<file path="config.mk">
export PLATFORM = sky130hd
export DESIGN_NAME = stable_priority_queue
export DESIGN_NICKNAME = d
export VERILOG_FILES = /design/src/rtl/spq_pkg.sv /design/src/rtl/spq_ctrl.sv /design/src/rtl/spq_datapath.sv /design/src/rtl/stable_priority_queue.sv
export SDC_FILE = /design/constraint.sdc
export NUM_CORES = 2
export LEC_CHECK = 0
export BUFFER_PORTS_ARGS = -buffer_cell sky130_fd_sc_hd__buf_2
export CORE_UTILIZATION = 35
export DETAILED_ROUTE_END_ITERATION = 8
export GPL_TIMING_DRIVEN = 0
export PLACE_DENSITY = 0.49
export SLEW_MARGIN = 0
export SYNTH_ARGS = -nofsm -noshare
export SYNTH_HDL_FRONTEND = slang
export SYNTH_SLANG_ARGS = --single-unit
</file>
<file path="constraint.sdc">
create_clock -name clock -period 10.5 [get_ports clock]
set_clock_uncertainty 0.1 [all_clocks]
set_input_delay 2.1 -clock clock [delete_from_list [all_inputs] [get_ports clock]]
set_output_delay 2.1 -clock clock [all_outputs]
set_load 0.01 [all_outputs]
</file>
<file path="src/rtl/spq_pkg.sv">
`timescale 1ns / 1ps
`default_nettype none
// ----------------------------------------------------------------------------
// spq_pkg: shared types and codes for the stable priority queue
// Request and response words, operation and status codes, control commands.
// ----------------------------------------------------------------------------
package spq_pkg;

   localparam logic FUNC_INSERT = 1'b0;
   localparam logic FUNC_REMOVE = 1'b1;

   localparam logic [1:0] ST_OK    = 2'd0;
   localparam logic [1:0] ST_EMPTY = 2'd1;
   localparam logic [1:0] ST_FULL  = 2'd2;
   localparam logic [1:0] ST_ZERO  = 2'd3;

   localparam int PRIO_BITS     = 16;
   localparam int TAG_WORD_BITS = 32;
   localparam int FILL_BITS     = 5;

   typedef struct packed {
      logic                     func;
      logic [PRIO_BITS-1:0]     priority_req;
      logic [TAG_WORD_BITS-1:0] item_tag;
   } req_type;

   typedef struct packed {
      logic [1:0]               status;
      logic [PRIO_BITS-1:0]     out_priority;
      logic [TAG_WORD_BITS-1:0] out_tag;
      logic [FILL_BITS-1:0]     fill_count;
   } rsp_type;

   // controller -> datapath
   typedef struct packed {
      logic load;     // capture request word
      logic commit;   // execute captured request, load response register
   } ctrl_cmd_type;

endpackage
`default_nettype wire

</file>
<file path="src/rtl/spq_ctrl.sv">
`timescale 1ns / 1ps
`default_nettype none
// ----------------------------------------------------------------------------
// spq_ctrl: operation sequencer
// Accepts one request word, then commits it once the response register is free.
// ----------------------------------------------------------------------------
module spq_ctrl (
   input  wire                  clock,
   input  wire                  reset,
   input  wire                  req_valid,
   output logic                 req_ready,
   output logic                 rsp_valid,
   input  wire                  rsp_ready,
   output spq_pkg::ctrl_cmd_type cmd
);

   localparam logic S_IDLE = 1'b0;
   localparam logic S_EXEC = 1'b1;

   logic state_ff, state_in;
   logic rsp_valid_ff, rsp_valid_in;
   logic rsp_free;

   assign rsp_free  = !rsp_valid_ff || rsp_ready;
   assign req_ready = !reset && (state_ff == S_IDLE);
   assign rsp_valid = rsp_valid_ff;

   always_comb begin
      state_in   = state_ff;
      cmd.load   = 1'b0;
      cmd.commit = 1'b0;
      unique case (state_ff)
         S_IDLE: begin
            if (req_valid) begin
               cmd.load = 1'b1;
               state_in = S_EXEC;
            end
         end
         S_EXEC: begin
            if (rsp_free) begin
               cmd.commit = 1'b1;
               state_in   = S_IDLE;
            end
         end
         default: state_in = S_IDLE;
      endcase
   end

   always_comb begin
      rsp_valid_in = rsp_valid_ff;
      if (cmd.commit) begin
         rsp_valid_in = 1'b1;
      end else if (rsp_ready) begin
         rsp_valid_in = 1'b0;
      end
   end

   always_ff @(posedge clock) begin
      if (reset) begin
         state_ff     <= S_IDLE;
         rsp_valid_ff <= 1'b0;
      end else begin
         state_ff     <= state_in;
         rsp_valid_ff <= rsp_valid_in;
      end
   end

endmodule
`default_nettype wire

</file>
<file path="src/rtl/spq_datapath.sv">
`timescale 1ns / 1ps
`default_nettype none
// ----------------------------------------------------------------------------
// spq_datapath: sorted entry row and response register
// Each slot compares its priority with the new one; insert and remove shift
// the row by one slot in a single commit.
// ----------------------------------------------------------------------------
module spq_datapath #(
   parameter int DEPTH    = 16,
   parameter int TAG_BITS = 32
) (
   input  wire                        clock,
   input  wire                        reset,
   input  wire spq_pkg::ctrl_cmd_type cmd,
   input  wire spq_pkg::req_type      req_word,
   output spq_pkg::rsp_type           rsp_word
);

   localparam int CNT_W = $clog2(DEPTH + 1);
   localparam int PB    = spq_pkg::PRIO_BITS;

   spq_pkg::req_type req_ff;
   spq_pkg::rsp_type rsp_ff, rsp_in;

   logic [CNT_W-1:0]    count_ff, count_in;
   logic [PB-1:0]       prio_ff [DEPTH];
   logic [TAG_BITS-1:0] tag_ff  [DEPTH];
   logic [PB-1:0]       prio_in [DEPTH];
   logic [TAG_BITS-1:0] tag_in  [DEPTH];

   logic [DEPTH-1:0]    le;          // slot holds an entry <= new priority
   logic [TAG_BITS-1:0] tag_new;
   logic [spq_pkg::TAG_WORD_BITS-1:0] head_tag;
   logic                is_insert, ins_go, rem_go;
   logic                q_full, q_empty;
   logic [1:0]          status;

   generate
      if (TAG_BITS >= spq_pkg::TAG_WORD_BITS) begin : g_tag_wide
         assign tag_new  = TAG_BITS'(req_ff.item_tag);
         assign head_tag = tag_ff[0][spq_pkg::TAG_WORD_BITS-1:0];
      end else begin : g_tag_narrow
         assign tag_new  = req_ff.item_tag[TAG_BITS-1:0];
         assign head_tag = spq_pkg::TAG_WORD_BITS'(tag_ff[0]);
      end
   endgenerate

   assign is_insert = (req_ff.func == spq_pkg::FUNC_INSERT);
   assign q_full    = (count_ff == CNT_W'(DEPTH));
   assign q_empty   = (count_ff == '0);

   always_comb begin
      if (is_insert) begin
         priority if (req_ff.priority_req == '0) status = spq_pkg::ST_ZERO;
         else if (q_full)                         status = spq_pkg::ST_FULL;
         else                                     status = spq_pkg::ST_OK;
      end else begin
         status = q_empty ? spq_pkg::ST_EMPTY : spq_pkg::ST_OK;
      end
   end

   assign ins_go = cmd.commit && is_insert  && (status == spq_pkg::ST_OK);
   assign rem_go = cmd.commit && !is_insert && (status == spq_pkg::ST_OK);

   // per-slot compare and next value
   genvar g;
   generate
      for (g = 0; g < DEPTH; g++) begin : g_slot
         logic prev_le;
         logic [PB-1:0]       prev_prio, next_prio;
         logic [TAG_BITS-1:0] prev_tag,  next_tag;

         assign le[g] = (CNT_W'(g) < count_ff) && (prio_ff[g] <= req_ff.priority_req);

         if (g == 0) begin : g_first
            assign prev_le   = 1'b1;
            assign prev_prio = prio_ff[g];
            assign prev_tag  = tag_ff[g];
         end else begin : g_mid
            assign prev_le   = le[g-1];
            assign prev_prio = prio_ff[g-1];
            assign prev_tag  = tag_ff[g-1];
         end

         if (g == DEPTH - 1) begin : g_last
            assign next_prio = prio_ff[g];
            assign next_tag  = tag_ff[g];
         end else begin : g_inner
            assign next_prio = prio_ff[g+1];
            assign next_tag  = tag_ff[g+1];
         end

         always_comb begin
            prio_in[g] = prio_ff[g];
            tag_in[g]  = tag_ff[g];
            if (ins_go && !le[g]) begin
               if (prev_le) begin
                  prio_in[g] = req_ff.priority_req;
                  tag_in[g]  = tag_new;
               end else begin
                  prio_in[g] = prev_prio;
                  tag_in[g]  = prev_tag;
               end
            end else if (rem_go) begin
               prio_in[g] = next_prio;
               tag_in[g]  = next_tag;
            end
         end
      end
   endgenerate

   always_comb begin
      count_in = count_ff;
      if (ins_go) begin
         count_in = count_ff + 1'b1;
      end else if (rem_go) begin
         count_in = count_ff - 1'b1;
      end
   end

   always_comb begin
      rsp_in              = rsp_ff;
      if (cmd.commit) begin
         rsp_in.status       = status;
         rsp_in.out_priority = rem_go ? prio_ff[0] : '0;
         rsp_in.out_tag      = rem_go ? head_tag : '0;
         rsp_in.fill_count   = spq_pkg::FILL_BITS'(count_in);
      end
   end

   always_ff @(posedge clock) begin
      if (reset) begin
         count_ff <= '0;
      end else begin
         count_ff <= count_in;
      end
   end

   always_ff @(posedge clock) begin
      if (cmd.load) begin
         req_ff <= req_word;
      end
      rsp_ff <= rsp_in;
      for (int i = 0; i < DEPTH; i++) begin
         prio_ff[i] <= prio_in[i];
         tag_ff[i]  <= tag_in[i];
      end
   end

   assign rsp_word = rsp_ff;

   // checks
   a_count_bound: assert property (@(posedge clock) disable iff (reset)
      count_ff <= CNT_W'(DEPTH))
      else $error("entry count above depth");

   a_insert_grows: assert property (@(posedge clock) disable iff (reset)
      ins_go |=> count_ff == $past(count_ff) + 1'b1)
      else $error("insert did not grow count");

   a_remove_shrinks: assert property (@(posedge clock) disable iff (reset)
      rem_go |=> count_ff == $past(count_ff) - 1'b1)
      else $error("remove did not shrink count");

   a_head_sorted: assert property (@(posedge clock) disable iff (reset)
      (count_ff >= CNT_W'(2)) |-> prio_ff[0] <= prio_ff[1])
      else $error("head entries out of order");

endmodule
`default_nettype wire

</file>
<file path="src/rtl/stable_priority_queue.sv">
`timescale 1ns / 1ps
`default_nettype none
// ----------------------------------------------------------------------------
// stable_priority_queue: bounded priority queue, lowest value served first
// Insert and remove-head operations on a sorted row of DEPTH entries;
// equal priorities leave in arrival order.
// ----------------------------------------------------------------------------
// Each request word is an insert (priority, tag) or a remove of the head entry,
// and each produces exactly one response word carrying a status (ok, empty on
// remove, full on insert, zero priority on insert), the removed priority and
// tag (zero when nothing was removed) and the fill count after the operation.
// An operation first captures the request word, then commits it; in the commit,
// every slot compares its priority with the new one in parallel and the whole
// row shifts by one slot. The response sits in an output register, so the next
// request is taken while a response still waits; the commit cycle stalls only
// while that register is still full. Tags are kept to TAG_BITS bits. The
// entry row has no reset of its own; only the fill count is cleared.
// ----------------------------------------------------------------------------
module stable_priority_queue #(
   parameter int DEPTH    = 16,
   parameter int TAG_BITS = 32
) (
   input  wire                   clock,
   input  wire                   reset,
   // request channel
   input  wire                   req_valid,
   output logic                  req_ready,
   input  wire spq_pkg::req_type req_word,
   // response channel
   output logic                  rsp_valid,
   input  wire                   rsp_ready,
   output spq_pkg::rsp_type      rsp_word
);

   // load / commit strobes from sequencer to datapath
   spq_pkg::ctrl_cmd_type cmd;

   // sequencer: capture, then commit when the response register can take it
   spq_ctrl u_ctrl (
      .clock     (clock),
      .reset     (reset),
      .req_valid (req_valid),
      .req_ready (req_ready),
      .rsp_valid (rsp_valid),
      .rsp_ready (rsp_ready),
      .cmd       (cmd)
   );

   // sorted entry row, fill count and response register
   spq_datapath #(
      .DEPTH    (DEPTH),
      .TAG_BITS (TAG_BITS)
   ) u_datapath (
      .clock    (clock),
      .reset    (reset),
      .cmd      (cmd),
      .req_word (req_word),
      .rsp_word (rsp_word)
   );

endmodule
`default_nettype wire
</file>
---- Yosys cells after proc, flatten, opt, wreduce, memory -nomap -nowiden ----
Memories as Yosys holds them, arrays and structs flattened.
Cells that the tools add are included.
storage, ports and cells
  bits in registers ....................... 111
  RAM bits ................................ 768
  output and inout port bits .............. 57
  word-level logic and storage cells ...... 215
  memories ................................ 2
memory list
  name                words  width  read ports  clocked after Yosys merged registers in  wr ports  RTL line            text
  u_datapath.tag_ff   16     32     16          0                                        16        spq_datapath.sv:27  logic [TAG_BITS-1:0] tag_ff [DEPTH];
  u_datapath.prio_ff  16     16     16          0                                        16        spq_datapath.sv:26  logic [PB-1:0] prio_ff [DEPTH];
operators by class
  add/sub/neg operators ................... 2
  order comparisons ....................... 32
  eq/ne operators ......................... 1
  mux-type cells .......................... 106
  bitwise logic cells ..................... 2
  reduce and logical (&&, ||, !) cells .... 60
operators by type and width
  kind                                                number
  two-way mux 32 bit                                  46
  two-way mux 16 bit                                  46
  <= comparator 16 bit                                16
  < comparator 4 x 5 -> 1 bit (first input constant)  8
  logical AND 1 bit                                   37
  < comparator 3 x 5 -> 1 bit (first input constant)  4
  zero test 1 bit                                     18
  zero test 16 bit                                    1
  < comparator 1 x 5 -> 1 bit (first input constant)  2
  < comparator 2 x 5 -> 1 bit (first input constant)  2
  two-way mux 5 bit                                   2
  two-way mux 1 bit                                   8
  two-way mux 2 bit                                   3
  adder 5 x 1 -> 5 bit (second input constant)        1
  equality test 5 bit (second input constant)         1
  zero test 5 bit                                     1
  subtractor 5 x 1 -> 5 bit (second input constant)   1
  zero test 2 bit                                     1
  NOT 1 bit                                           2
  case mux 1 bit (2 select lines)                     1
  nonzero test 2 bit                                  1
  logical OR 1 bit                                    1

---- Depth between registers and ports, before layout ----
  word-level depth ........................ 8
  gate-level depth with buffers ........... 12

---- Hierarchy ----
Synthesis repeated with hierarchy kept, for this count alone.
second synthesis, totals
  cells, all modules ...................... 4381
  area, all modules ....................... 48129.9 um^2
by module, submodules not included
  module        instances  cells each  area an instance (um^2)  sequential area each (um^2)
  spq_datapath  1          4370        48034.8                  26285.2
  spq_ctrl      1          11          95.1                     40.0

---- Worst setup path after synthesis ----
No wires, ideal clock.
  path type ............................... input to register
  start ................................... input port rsp_ready
  end ..................................... memory u_datapath.prio_ff[1][112] in the netlist's numbering, enable pin
  data arrival time ....................... 8006 ps
  data required time ...................... 9859 ps
  setup slack ............................. 1853 ps
  stages .................................. 9
  buffers on the path ..................... 3
  path through ............................ nand2b_1 -> nand2_1 -> inv_1 -> nand2b_1 -> or2_1 -> buf_2 -> buf_2 -> clkbuf_1 -> a311oi_1
RTL lines
  item         RTL line                     text
  from (decl)  stable_priority_queue.sv:31  input wire rsp_ready,
  to (decl)    spq_datapath.sv:26

==> metrics.md <==
| Metric | Value |
|---|---|
| Initial Util | `35.3%` |
| Clk_lat worst skew | `0.76 ns` |
| Critical path launch point type | `flop` |
| Core footprint | `135000 um2` |
| Total CTS buffers | `105` |
| Mapped Cells | `4401` |
| Ranking of synthesized cells by instance count | `edfxtp_1 (872), nand2_1 (662), nor2_1 (497)` |
| Slew Viols, Final | `0` |
| Pre-Repair DR Iteration Count | `6` |
| Drt wl/cell | `28.9 um` |
| Worst-Margin Slew | `1.36 ns` |
| Area delta synth->final | `14.0%` |
| Pwr Total | `9.54 mW` |
| Register bit total from synthesis | `879` |
| Final instance area | `54500 um2` |
| DRC errors left | `0` |
| Total leakage power | `21.0 nW` |
| Hold Fails Final Rpt | `0` |
| Area contributors post-synth | `edfxtp_1 (55%), mux2i_1 (9.4%), ha_1 (6.8%)` |
| WP data required | `10.87 ns` |
| Fillers | `13400` |
| Place WS | `3.63 ns` |
| PostCTS Resize Cnt | `0` |
| Syn_nets | `4714` |
| Initial DRC count | `3775` |
| Total grt overflow | `0` |
| PnR worst setup slack | `3.34 ns` |
| Crit path max-delay family | `buffers and inverters` |
| Kind of critical path | `reg -> reg` |
| Mapped cell area | `47800 um2` |
| Detail Placement HPWL | `133 mm` |
| Register area | `26300 um2` |
| Combinational share of power | `15.9%` |
| DRT Wirelength | `188 mm` |
| Clock power share | `37.8%` |
| I/O pin count | `110` |
| Max transition margin | `9.63%` |
| Die ar. | `138000 um2` |
| FMAX | `140 MHz` |
| Netlist cell types | `68` |
| Most common cell in the netlist | `edfxtp_1` |
| Crit path buf inv count | `4` |
| Main synth FF type | `edfxtp_1` |
| Vias per cell | `5.75` |
| Unrepaired setup endpoints after global routing | `false` |
| Clock transition at path regs | `0.06 ns` |
| Switching Share | `29.6%` |
| CTS tree | `built` |
| Vias in the first global route | `37000` |
| Endpoint class of the critical path | `flop` |
| DP Area | `51300 um2` |
| EDFF count, synth | `872` |
| Dpl cells | `6315` |
| Clk root buf | `clkbuf_16` |
| Leading area contributor after synthesis | `edfxtp_1` |
| Yosys top cell area share | `54.7%` |
| Peak supply drop | `0.135 mV` |
| Maxcap violations | `0` |
| Asr flop ratio synth | `0%` |
| P_sw | `2.82 mW` |
| CP arrival | `7.53 ns` |
| Pwr dens | `175 nW/um2` |
| Sequential share of the synthesized area | `55.0%` |
| Final Critical Period | `7.16 ns` |
| Die height | `372 um` |
| Initial antenna violation count | `7` |
| Total Routing Usage GR | `26.9%` |
| Most frequent CP cell | `nand4_1` |
| Area occupied by multi-input gates | `20100 um2` |
| Internal power | `6.72 mW` |
| Setup repair bufs after CTS | `0` |
| DRT antenna net count | `0` |
| Largest net degree at the start of global routing | `51` |
| Final Non-Filler Cells | `6508` |
| Fin nets | `4954` |
| Final setup fails | `0` |
| Hold Path Class | `reg -> reg` |
| Share of layout cells above drive strength 1 | `10.7%` |
| Status | `finished, final reports clean` |
| Slowest cell on crit path | `edfxtp_1` |
| CP max stage delay | `1.01 ns` |
| Final GP Congestion | `0.939` |
| Final Cycle Share | `68.1%` |
| Crit-path cells | `inv_1 > ha_1 > nand4_1 > nor4_1 > nand4_1 > o211ai_1 > clkbuf_1 > buf_2 > nand2_4 > buf_12` |
| First-pass GRT wire length | `267 mm` |
| Row Count | `135` |
| Post-CTS Hold Buffers | `0` |
| Max Root-Sink Buffers | `3` |
| Ys Warns | `0` |
| Post-layout util | `40.2%` |
| Horiz. Die Dim | `372 um` |
| H-tree Lvls | `3` |
| Vias | `37500` |
| Reg power frac | `46.2%` |
| Synth Area per Inst | `10.9 um2` |
| Critical-path maximum fanout | `28` |
| I/O Buffers | `109` |
| Clock sinks | `879` |
-- logic make-up after synthesis --
kind of cell / share of synthesized area (%)
adders and majority gates: 6.80
and+or+nand+nor: 11.8
xor gates and xnor gates: 0.0916
muxes: 11.7
AOI/OAI and AO/OA: 11.4
DFF: 55.0
buffers and inverters: 3.19
-- through the flow --
step                hold WS [ns]  setup TNS [ns]
floorplan                  0.359               0
global placement           0.377        -1162.04
detailed placement         0.407               0
CTS                        0.416               0
global route               0.455               0
finish                     0.410               0
-- power by group through the flow --
stage	logic, mW	clock network, mW	registers (mW)
after global placement	1.42	0	4.53
final	1.52	3.61	4.41
after detailed placement	1.49	0	4.48
after global routing	1.64	3.77	4.43
after CTS	1.50	3.66	4.41
after floorplan	0.907	0	4.40
-- worst min-delay path: cells and delay by family, from the launching register on --
kind             cells  cell delay [ns]
flip-flops           1             0.31
AND/OR/NAND/NOR      1             0.09
AO/OA/AOI/OAI        1             0.07
-- metal layers --
metal / global-route usage (%) / routed length [um]
met5: 0 / 13
met4: 9.61 / 6880
met3: 5.19 / 14900
met2: 41.0 / 82000
met1: 37.8 / 84100
-- final cells by class --
type | count | area share (%)
clock inverters | 47 | 0.709
flip-flops and latches | 879 | 48.3
inverters | 43 | 0.301
repair buffers | 133 | 1.89
diodes | 1 | 0.00459
multi-input cells | 3161 | 37.0
well taps | 1781 | 4.09
clock buffers | 145 | 5.26
plain buffers | 318 | 2.51
-- state kept, by name, indices dropped and copies added (netlist names) --
signal               cells
u_datapath.tag_new      32
u_ctrl.rsp_valid         1
u_datapath.req_ff       17
u_ctrl.state_ff          1
u_datapath.prio_ff     256
u_datapath.count_ff      5
u_datapath.rsp_word     55
u_datapath.tag_ff      512
-- path summary, 6_finish.rpt --
kind,slack (ns),cells after the start,start,to
max,3.34,10,u_datapath.req_ff[47],u_datapath.prio_ff[1][103]
min,0.41,2,u_ctrl.rsp_valid,u_ctrl.rsp_valid
max reg2reg,3.34,10,u_datapath.req_ff[47],u_datapath.prio_ff[1][103]
min reg2reg,0.41,2,u_ctrl.rsp_valid,u_ctrl.rsp_valid
-- placed cells by master, fill, tap and decap left out, types with 21 or more instances in the layout --
cell type	n
nand4_1	43
mux2_2	96
buf_2	199
ha_1	260
mux2i_1	450
nor3_1	21
o21ai_0	264
inv_1	42
a21oi_1	376
a31oi_1	202
edfxtp_1	872
clkbuf_1	235
o21ai_1	59
clkinv_1	26
clkbuf_16	107
nand2_1	656
and2_1	49
nor2_1	496
(Power assumes the default switching activity.)
